### src/energy_voice_activity_detector_unit_assert.svh
// Assertion macros shared by the detector RTL.
`ifndef ENERGY_VOICE_ACTIVITY_DETECTOR_UNIT_ASSERT_SVH
`define ENERGY_VOICE_ACTIVITY_DETECTOR_UNIT_ASSERT_SVH

`ifndef SYNTH
// Same-cycle implication, checked out of reset.
`define EVAD_ASSERT(label, ante, cons) \
    label: assert property (@(posedge i_clk) disable iff (!i_rst_n) (ante) |-> (cons)) \
        else $error("assertion failed");
// Next-cycle implication, checked out of reset.
`define EVAD_ASSERT_NEXT(label, ante, cons) \
    label: assert property (@(posedge i_clk) disable iff (!i_rst_n) (ante) |=> (cons)) \
        else $error("assertion failed");
`else
`define EVAD_ASSERT(label, ante, cons)
`define EVAD_ASSERT_NEXT(label, ante, cons)
`endif

`endif

### src/evad_pkg.sv
package evad_pkg;

    localparam int SAMPLE_BITS       = 16;
    localparam int MAX_VOTE_FRAMES   = 32;
    localparam int COUNT_W           = 13;
    localparam int ENERGY_W          = 43;
    localparam int TIME_W            = 32;
    localparam int THR_W             = 15;
    localparam int RATIO_W           = 16;
    localparam int HANG_W            = 16;
    localparam int VOTE_W            = 6;
    localparam int POS_W             = $clog2(MAX_VOTE_FRAMES);
    localparam int GROUP_BITS        = 8;
    localparam int RING_GROUPS       = MAX_VOTE_FRAMES / GROUP_BITS;
    localparam int PART_W            = $clog2(GROUP_BITS + 1);
    localparam int SQ_W              = 2 * SAMPLE_BITS;
    localparam int CFG_IDX_W         = 4;
    localparam int CFG_DATA_W        = 16;

    localparam logic [COUNT_W-1:0]  COUNT_MAX  = '1;
    localparam logic [ENERGY_W-1:0] ENERGY_MAX = '1;

    typedef enum logic [CFG_IDX_W-1:0] {
        CFG_ENERGY_THR = 4'd0,
        CFG_RATIO_THR  = 4'd1,
        CFG_HANGOVER   = 4'd2,
        CFG_VOTE_FRAMES = 4'd3
    } t_cfg_reg;

    // Totals of one finished frame, handed from the front end to the decision stages.
    typedef struct packed {
        logic [COUNT_W-1:0]  loud_count;
        logic [ENERGY_W-1:0] energy_sum;
        logic [COUNT_W-1:0]  frame_length;
        logic [TIME_W-1:0]   time_ms;
    } t_frame;

    // Clamp the vote ring size to 1..MAX_VOTE_FRAMES.
    function automatic logic [VOTE_W-1:0] eff_votes(input logic [VOTE_W-1:0] vf);
        logic [VOTE_W-1:0] res;
        if (vf == '0) begin
            res = VOTE_W'(1);
        end else if (vf > VOTE_W'(MAX_VOTE_FRAMES)) begin
            res = VOTE_W'(MAX_VOTE_FRAMES);
        end else begin
            res = vf;
        end
        return res;
    endfunction

endpackage

### src/energy_voice_activity_detector_unit.sv
// Energy voice activity detector.
// Input channel: one signed sample per item with a frame-end mark and a ms
// timestamp, handshaked by i_in_valid / o_in_stall. Only a frame-end item
// produces a result on the output channel (o_out_valid / i_out_stall):
// smoothed speech decision, raw frame decision, vote count and the echoed time.
// Configuration: registers 0..3 written through i_cfg_valid / o_cfg_ready
// with an index and data; o_cfg_ready is always high, unknown indexes drop.
// Throughput: one item per cycle while o_in_stall is low. A frame-end item,
// once accepted, passes through the input register, then square, frame totals,
// threshold products, compare and vote ring follow, and the hangover decision
// lands in the output register that drives o_out_valid; the 16x16 sample
// squarer and the threshold-times-length products each own a stage.
// Reset clears the frame totals, vote ring, hangover state and pipeline, and
// loads register defaults. When the receiver stalls the result holds; the
// pipeline keeps taking samples until a frame-end item would have to
// overtake a blocked stage, then o_in_stall rises.
module energy_voice_activity_detector_unit
    import evad_pkg::*;
(
    input  logic                          i_clk,
    input  logic                          i_rst_n,
    input  logic                          i_in_valid,
    output logic                          o_in_stall,
    input  logic signed [SAMPLE_BITS-1:0] i_sample,
    input  logic                          i_frame_end,
    input  logic [TIME_W-1:0]             i_time_ms,
    output logic                          o_out_valid,
    input  logic                          i_out_stall,
    output logic                          o_speech_active,
    output logic                          o_frame_detect,
    output logic [VOTE_W-1:0]             o_vote_count,
    output logic [TIME_W-1:0]             o_frame_time_ms,
    input  logic                          i_cfg_valid,
    output logic                          o_cfg_ready,
    input  logic [CFG_IDX_W-1:0]          i_cfg_index,
    input  logic [CFG_DATA_W-1:0]         i_cfg_data
);

    `include "energy_voice_activity_detector_unit_assert.svh"

    // configuration
    logic [THR_W-1:0]   r_eth;
    logic [RATIO_W-1:0] r_ratio;
    logic [HANG_W-1:0]  r_hang;
    logic [VOTE_W-1:0]  r_votes;
    logic [SQ_W-1:0]    r_thr_sq;

    // stage 3: frame totals
    logic               r_s3_v;
    t_frame             r_s3;

    // stage 4: products
    logic                        r_s4_v;
    logic [COUNT_W-1:0]          r_s4_loud;
    logic [ENERGY_W-1:0]         r_s4_sum;
    logic [COUNT_W+RATIO_W-1:0]  r_s4_ratio_prod;
    logic [SQ_W+COUNT_W-1:0]     r_s4_rms_prod;
    logic [TIME_W-1:0]           r_s4_time;

    // stage 5: ring partial counts
    logic                           r_s5_v;
    logic [RING_GROUPS-1:0][PART_W-1:0] r_s5_part;
    logic                           r_s5_detect;
    logic [TIME_W-1:0]              r_s5_time;

    // vote ring and hangover state
    logic [MAX_VOTE_FRAMES-1:0] r_ring;
    logic [POS_W-1:0]           r_pos;
    logic                       r_flag;
    logic [TIME_W-1:0]          r_last;

    // output register
    logic                r_out_v;
    logic                r_out_speech;
    logic                r_out_detect;
    logic [VOTE_W-1:0]   r_out_count;
    logic [TIME_W-1:0]   r_out_time;

    logic                front_v;
    t_frame              front_frame;
    logic                out_free;
    logic                s5_go;
    logic                s5_free;
    logic                s4_go;
    logic                s4_free;
    logic                s3_go;
    logic                s3_free;
    logic [VOTE_W-1:0]   neff;
    logic [THR_W:0]      thr2;
    logic                detect;
    logic [POS_W-1:0]    wr_pos;
    logic [VOTE_W-1:0]   pos_inc;
    logic [POS_W-1:0]    n_pos;
    logic [MAX_VOTE_FRAMES-1:0] n_ring;
    logic [RING_GROUPS-1:0][PART_W-1:0] n_part;
    logic [VOTE_W-1:0]   count;
    logic                vote;
    logic                n_flag;
    logic [TIME_W-1:0]   n_last;
    logic [TIME_W-1:0]   elapsed;

    evad_front u_front (
        .i_clk              (i_clk),
        .i_rst_n            (i_rst_n),
        .i_valid            (i_in_valid),
        .o_stall            (o_in_stall),
        .i_sample           (i_sample),
        .i_frame_end        (i_frame_end),
        .i_time_ms          (i_time_ms),
        .i_energy_threshold (r_eth),
        .o_valid            (front_v),
        .i_stall            (!s3_free),
        .o_frame            (front_frame)
    );

    assign out_free = !r_out_v || !i_out_stall;
    assign s5_go    = r_s5_v && out_free;
    assign s5_free  = !r_s5_v || s5_go;
    assign s4_go    = r_s4_v && s5_free;
    assign s4_free  = !r_s4_v || s4_go;
    assign s3_go    = r_s3_v && s4_free;
    assign s3_free  = !r_s3_v || s3_go;

    assign neff        = eff_votes(r_votes);
    assign thr2        = {r_eth, 1'b0};
    assign o_cfg_ready = 1'b1;

    always_ff @(posedge i_clk) begin
        if (!i_rst_n) begin
            r_eth   <= THR_W'(328);
            r_ratio <= RATIO_W'(6554);
            r_hang  <= HANG_W'(300);
            r_votes <= VOTE_W'(5);
        end else if (i_cfg_valid) begin
            unique case (i_cfg_index)
                CFG_ENERGY_THR:  r_eth   <= i_cfg_data[THR_W-1:0];
                CFG_RATIO_THR:   r_ratio <= i_cfg_data[RATIO_W-1:0];
                CFG_HANGOVER:    r_hang  <= i_cfg_data[HANG_W-1:0];
                CFG_VOTE_FRAMES: r_votes <= i_cfg_data[VOTE_W-1:0];
                default: ;
            endcase
        end
    end

    // (2 * threshold)^2, registered; read when stage 4 loads from stage 3
    always_ff @(posedge i_clk) begin
        r_thr_sq <= SQ_W'(thr2) * SQ_W'(thr2);
    end

    // stage 4: threshold tests, ring write position
    always_comb begin
        detect = ({r_s4_loud, {RATIO_W{1'b0}}} > r_s4_ratio_prod)
              || ((SQ_W + COUNT_W)'(r_s4_sum) > r_s4_rms_prod);
        wr_pos  = (VOTE_W'(r_pos) >= neff) ? '0 : r_pos;
        pos_inc = VOTE_W'(wr_pos) + 1'b1;
        n_pos   = (pos_inc >= neff) ? '0 : pos_inc[POS_W-1:0];
        n_ring  = r_ring;
        n_ring[wr_pos] = detect;
        for (int g = 0; g < RING_GROUPS; g++) begin
            n_part[g] = '0;
            for (int b = 0; b < GROUP_BITS; b++) begin
                if (VOTE_W'(g * GROUP_BITS + b) < neff) begin
                    n_part[g] = n_part[g] + PART_W'(n_ring[g * GROUP_BITS + b]);
                end
            end
        end
    end

    // stage 5: majority vote and hangover
    always_comb begin
        count = '0;
        for (int g = 0; g < RING_GROUPS; g++) begin
            count = count + VOTE_W'(r_s5_part[g]);
        end
        vote    = count > (neff >> 1);
        elapsed = r_s5_time - r_last;
        n_flag  = r_flag;
        n_last  = r_last;
        if (vote) begin
            n_flag = 1'b1;
            n_last = r_s5_time;
        end else if (r_flag && elapsed > TIME_W'(r_hang)) begin
            n_flag = 1'b0;
        end
    end

    always_ff @(posedge i_clk) begin
        if (!i_rst_n) begin
            r_s3_v  <= 1'b0;
            r_s4_v  <= 1'b0;
            r_s5_v  <= 1'b0;
            r_out_v <= 1'b0;
            r_ring  <= '0;
            r_pos   <= '0;
            r_flag  <= 1'b0;
            r_last  <= '0;
        end else begin
            if (s3_free) begin
                r_s3_v <= front_v;
            end
            if (s4_free) begin
                r_s4_v <= s3_go;
            end
            if (s5_free) begin
                r_s5_v <= s4_go;
            end
            if (out_free) begin
                r_out_v <= s5_go;
            end
            if (s4_go) begin
                r_ring <= n_ring;
                r_pos  <= n_pos;
            end
            if (s5_go) begin
                r_flag <= n_flag;
                r_last <= n_last;
            end
        end
    end

    always_ff @(posedge i_clk) begin
        if (s3_free) begin
            r_s3 <= front_frame;
        end
        if (s4_free) begin
            r_s4_loud       <= r_s3.loud_count;
            r_s4_sum        <= r_s3.energy_sum;
            r_s4_ratio_prod <= (COUNT_W + RATIO_W)'(r_ratio)
                             * (COUNT_W + RATIO_W)'(r_s3.frame_length);
            r_s4_rms_prod   <= (SQ_W + COUNT_W)'(r_thr_sq)
                             * (SQ_W + COUNT_W)'(r_s3.frame_length);
            r_s4_time       <= r_s3.time_ms;
        end
        if (s5_free) begin
            r_s5_part   <= n_part;
            r_s5_detect <= detect;
            r_s5_time   <= r_s4_time;
        end
        if (out_free) begin
            r_out_speech <= n_flag;
            r_out_detect <= r_s5_detect;
            r_out_count  <= count;
            r_out_time   <= r_s5_time;
        end
    end

    assign o_out_valid     = r_out_v;
    assign o_speech_active = r_out_speech;
    assign o_frame_detect  = r_out_detect;
    assign o_vote_count    = r_out_count;
    assign o_frame_time_ms = r_out_time;

    `EVAD_ASSERT(a_count_le_size, r_s5_v, count <= neff)
    `EVAD_ASSERT(a_vote_means_speech, r_out_v && (r_out_count > (neff >> 1)), r_out_speech)

endmodule

### src/evad_front.sv
module evad_front
    import evad_pkg::*;
(
    input  logic                          i_clk,
    input  logic                          i_rst_n,
    input  logic                          i_valid,
    output logic                          o_stall,
    input  logic signed [SAMPLE_BITS-1:0] i_sample,
    input  logic                          i_frame_end,
    input  logic [TIME_W-1:0]             i_time_ms,
    input  logic [THR_W-1:0]              i_energy_threshold,
    output logic                          o_valid,
    input  logic                          i_stall,
    output t_frame                        o_frame
);

    `include "energy_voice_activity_detector_unit_assert.svh"

    // stage 1: input register
    logic                          r_s1_v;
    logic signed [SAMPLE_BITS-1:0] r_s1_sample;
    logic                          r_s1_fe;
    logic [TIME_W-1:0]             r_s1_time;

    // stage 2: square and loud flag
    logic                   r_s2_v;
    logic [SQ_W-1:0]        r_s2_sq;
    logic                   r_s2_loud;
    logic                   r_s2_fe;
    logic [TIME_W-1:0]      r_s2_time;

    // frame accumulators
    logic [COUNT_W-1:0]     r_loud;
    logic [ENERGY_W-1:0]    r_sum;
    logic [COUNT_W-1:0]     r_len;

    logic [SAMPLE_BITS-1:0] mag;
    logic [SQ_W-1:0]        sq;
    logic                   s1_go;
    logic                   s1_free;
    logic                   s2_go;
    logic                   s2_free;
    logic [COUNT_W-1:0]     n_loud;
    logic [ENERGY_W-1:0]    n_sum;
    logic [COUNT_W-1:0]     n_len;
    logic [ENERGY_W:0]      sum_wide;

    assign s2_go   = r_s2_v && (!r_s2_fe || !i_stall);
    assign s2_free = !r_s2_v || s2_go;
    assign s1_go   = r_s1_v && s2_free;
    assign s1_free = !r_s1_v || s1_go;
    assign o_stall = !s1_free;

    // Magnitude of the most negative code is its unsigned complement.
    assign mag = r_s1_sample[SAMPLE_BITS-1] ? SAMPLE_BITS'(-r_s1_sample)
                                            : SAMPLE_BITS'(r_s1_sample);
    assign sq  = SQ_W'(mag) * SQ_W'(mag);

    always_comb begin
        sum_wide = {1'b0, r_sum} + (ENERGY_W + 1)'(r_s2_sq);
        n_sum    = sum_wide[ENERGY_W] ? ENERGY_MAX : sum_wide[ENERGY_W-1:0];
        n_loud   = (r_s2_loud && r_loud != COUNT_MAX) ? r_loud + 1'b1 : r_loud;
        n_len    = (r_len != COUNT_MAX) ? r_len + 1'b1 : r_len;
    end

    always_ff @(posedge i_clk) begin
        if (!i_rst_n) begin
            r_s1_v <= 1'b0;
            r_s2_v <= 1'b0;
            r_loud <= '0;
            r_sum  <= '0;
            r_len  <= '0;
        end else begin
            if (s1_free) begin
                r_s1_v <= i_valid;
            end
            if (s2_free) begin
                r_s2_v <= s1_go;
            end
            if (s2_go) begin
                if (r_s2_fe) begin
                    r_loud <= '0;
                    r_sum  <= '0;
                    r_len  <= '0;
                end else begin
                    r_loud <= n_loud;
                    r_sum  <= n_sum;
                    r_len  <= n_len;
                end
            end
        end
    end

    always_ff @(posedge i_clk) begin
        if (s1_free) begin
            r_s1_sample <= i_sample;
            r_s1_fe     <= i_frame_end;
            r_s1_time   <= i_time_ms;
        end
        if (s2_free) begin
            r_s2_sq   <= sq;
            r_s2_loud <= mag > SAMPLE_BITS'(i_energy_threshold);
            r_s2_fe   <= r_s1_fe;
            r_s2_time <= r_s1_time;
        end
    end

    assign o_valid               = r_s2_v && r_s2_fe;
    assign o_frame.loud_count    = n_loud;
    assign o_frame.energy_sum    = n_sum;
    assign o_frame.frame_length  = n_len;
    assign o_frame.time_ms       = r_s2_time;

    `EVAD_ASSERT(a_loud_le_len, 1'b1, r_loud <= r_len)
    `EVAD_ASSERT(a_s1_moves_when_s2_empty, r_s1_v && !r_s2_v, s1_go)

endmodule

### config.mk
export PLATFORM = sky130hd
export DESIGN_NAME = energy_voice_activity_detector_unit
export DESIGN_NICKNAME = d
export VERILOG_FILES = /design/src/evad_pkg.sv /design/src/energy_voice_activity_detector_unit.sv /design/src/evad_front.sv
export VERILOG_INCLUDE_DIRS = /design/src /design/src/src
export SDC_FILE = /design/constraint.sdc
export NUM_CORES = 2
export LEC_CHECK = 0
export BUFFER_PORTS_ARGS = -buffer_cell sky130_fd_sc_hd__buf_2
export CAP_MARGIN = 15
export CORE_MARGIN = 1
export CORE_UTILIZATION = 56
export CTS_CLUSTER_SIZE = 8
export DETAILED_ROUTE_END_ITERATION = 7
export PLACE_DENSITY = 0.81
export SYNTH_ARGS = -nofsm -noshare
export SYNTH_HDL_FRONTEND = slang
export SYNTH_SLANG_ARGS = --single-unit
### constraint.sdc
create_clock -name i_clk -period 18.1 [get_ports i_clk]
set_input_delay 2.715 -clock i_clk [delete_from_list [all_inputs] [get_ports i_clk]]
set_output_delay 2.715 -clock i_clk [all_outputs]
set_load 0.03 [all_outputs]
==> impl_metrics.csv <==
group,metric,value,unit
placed_design,gp_congestion,0.931,
cts,ctsRootBufferMaster,"clkbuf_16",
cells_and_area,multi_input_comb_area,39900,µm²
drt,routed_wl,149000,µm
pwr,switchingPower,3000,µW
logic_synthesis,ys_ff_latch,691,
critical_path,required,18.50,ns
drt,ant_nets,0,
pwr,p_leak,0.0324,µW
cts,clk_path_buf_depth,3,
pwr,p_clk_frac,0.226,
status,status,"completed",
global_route,grt_pass1_vias,46900,
logic_synthesis,synth_warnings,0,
pwr,vdd_drop_max,343,µV
critical_path,worstPathArrival,9.83,ns
cells_and_area,finalNetCount,7662,
logic_synthesis,synth_area_leaders,"fa_1 24%, edfxtp_1 22%, ha_1 12%",
cts,postCtsHoldBufs,0,
drt,drtIter0Drc,3574,
logic_synthesis,synthDistinctLibCells,90,
placed_design,io_buffers,115,
critical_path,critPathKind,"reg -> reg",
drt,routed-via-count,44800,
timing,finalSetupViolations,0,
placed_design,hpwl,113000,µm
drt,drc,0,
cts,cts_tree,"done",
logic_synthesis,synth_area,62700,µm²
global_route,antenna_found_initial,10,
cts,cts-htree-levels,3,
die,die_x,337,µm
cells_and_area,area_delta_synth_final,7.71,%
pwr,seqPwrFrac,0.282,
logic_synthesis,syn_inst,6204,
timing,fin_setup_tns,0,ns
timing,relSlewSlack,0.258,
pwr,pwr-share-comb,0.493,
cells_and_area,layout_common_cells,"929 x inv_1, 874 x nand2_1, 765 x fa_1",
cts,numCtsBuffers,97,
cts,clk_latency,0.70,ns
drt,drt_pass1_iterations,6,
critical_path,slowest_delay,0.67,ns
logic_synthesis,synth_edf_count,464,
timing,rsz0062_at_grt,"no",
timing,fmax,0.106,GHz
job,cap_violations,0,
cts,clock-sinks,691,
cells_and_area,seq_area,18500,µm²
timing,fin_skew,0.0470,ns
hold_path,whs_path_depth,0,
critical_path,cp_max_fo,15,
global_route,grt-ovfl-total,0,
logic_synthesis,synth_top_area_frac,0.244,
logic_synthesis,synthArstFlopShare,0,
timing,period_needed,9.43,ns
die,pin_count,117,
cts,cts_setup_buffers,0,
drt,avgViaCountPerCell,5.73,
timing,hold_viol,0,
cells_and_area,layout_commonest_cell,"inv_1",
critical_path,r2r_cells,31,
pwr,p_per_area,112,nW/µm²
global_route,grt_usage,0.270,
logic_synthesis,synth_ff_type,"edfxtp_1",
die,die_area,113000,µm²
drt,wl_per_cell,19.1,µm
global_route,grt_start_max_net_pins,109,
cells_and_area,drive_gt1_frac,0.0594,
die,rows,122,
hold_path,hold_class,"reg -> reg",
critical_path,end_kind,"register",
logic_synthesis,yosys.area.top_type,"fa_1",
global_route,grt_pass1_wl,243000,µm
pwr,p_int,4590,µW
timing,worst_pin_slew,1.11,ns
die,start_util,0.566,
die,die_y,337,µm
critical_path,cp_slowest_cell,"xor2_1",
pwr,p_sw_frac,0.395,
logic_synthesis,ys_seq_area_frac,0.295,
critical_path,cp-start-kind,"register",
pwr,power,7590,µW
timing,slew_viol_final,0,
logic_synthesis,syn_avg_cell_area,10.1,µm²
timing,post-route-period-util,0.521,
die,core,111000,µm²
critical_path,critPathMostFrequentCell,"inv_1",
cells_and_area,fillers,8748,
cts,cts_resized,0,
cts,cts.clk_slew.worst_paths,0.06,ns
cell type report:
type | instances | area share
multi-input cells | 4350 | 0.591
clock buffers | 161 | 0.0398
well taps | 1488 | 0.0276
flip-flops and latches | 691 | 0.273
diodes | 7 | 0.000259
inverters | 947 | 0.0526
clock inverters | 9 | 0.00241
repair buffers | 157 | 0.0132
cell usage after synthesis, types with 17 or more instances:
master and instances:
a211oi_1 23, a21boi_0 81, a21o_1 111, a21oi_1 172, a22o_1 32, a22oi_1 25, a31oi_1 21, and2_1 259
and3_1 24, clkbuf_1 214, dfxtp_1 227, edfxtp_1 464, fa_1 765, ha_1 579, inv_1 930, mux2_2 62
mux2i_1 37, nand2_1 878, nand2b_1 35, nand3_1 85, nand4_1 56, nor2_1 261, nor2b_1 90, nor3_1 55
o211ai_1 26, o21a_1 39, o21ai_0 145, o21bai_1 25, o31ai_1 17, xnor2_1 163, xor2_1 78
power by group through the flow:
stage	sequential [µW]	clock, µW	combinational [µW]
after CTS	2140	1740	3740
after global routing	2150	1800	4200
final	2140	1720	3740
after detailed placement	2170	0	3700
after global placement	2160	0	3560
after floorplan	2110	0	2760
state kept, by name, summed over array words and instances, names as in the netlist, 16 cells and up:
signal               count
o_frame_time_ms         32
r_hang                  16
r_last                  32
r_ratio                 16
r_ring                  32
r_s3                   101
r_s4_ratio_prod         29
r_s4_rms_prod           43
r_s4_sum                43
r_s4_time               32
r_s5_part               16
r_s5_time               32
r_thr_sq                29
u_front.r_s1_sample     16
u_front.r_s1_time       32
u_front.r_s2_sq         31
u_front.r_s2_time       32
u_front.r_sum           43
critical path, delay by kind of cell (launching register included):
kind / cells / cell delay, ns
AO/OA/AOI/OAI: 10 / 2.19
XOR/XNOR: 1 / 0.67
adder cells (fa/ha/maj): 8 / 3.59
buffers and inverters: 8 / 1.22
flip-flops: 1 / 0.51
AND/OR/NAND/NOR: 4 / 0.96
logic make-up after synthesis:
kind of cell | count (synthesis) | synth area share
simple gates | 1831 | 0.136
fa+ha+maj | 1344 | 0.360
buf+inv | 1178 | 0.0707
compound gates | 818 | 0.0880
flops | 691 | 0.295
xor+xnor | 241 | 0.0336
mux | 99 | 0.0170
other cells | 2 | 0.000120
routing by layer:
layer  GRT usage  share of wire
met1       0.354           0.41
met2       0.452           0.48
met3      0.0404          0.070
met4       0.106          0.040
met5           0        0.00038
path summary, 6_finish.rpt:
path / start / endpoint / slack [ns]
worst max-delay path: u_front.r_s1_sample[0] / u_front.r_s2_sq[31] / 8.67
worst min-delay path: u_front.r_s2_time[27] / r_s3[27] / 0.40
worst max register to register: u_front.r_s1_sample[0] / u_front.r_s2_sq[31] / 8.67
worst min register to register: u_front.r_s2_time[27] / r_s3[27] / 0.40
metrics by stage:
stage	utilization	instances	hold WS, ns	cell area (µm²)	setup WS [ns]
after global routing	0.610	7808	0.413	67600	8.18
after floorplan	-	6219	0.400	62800	7.60
after CTS	0.610	7802	0.397	67600	8.79
after global placement	0.584	7632	0.400	64700	9.16
final	0.610	7810	0.403	67600	8.67
after detailed placement	0.584	7632	0.405	64700	8.85
Note: power is estimated with default switching activity, not from simulation.
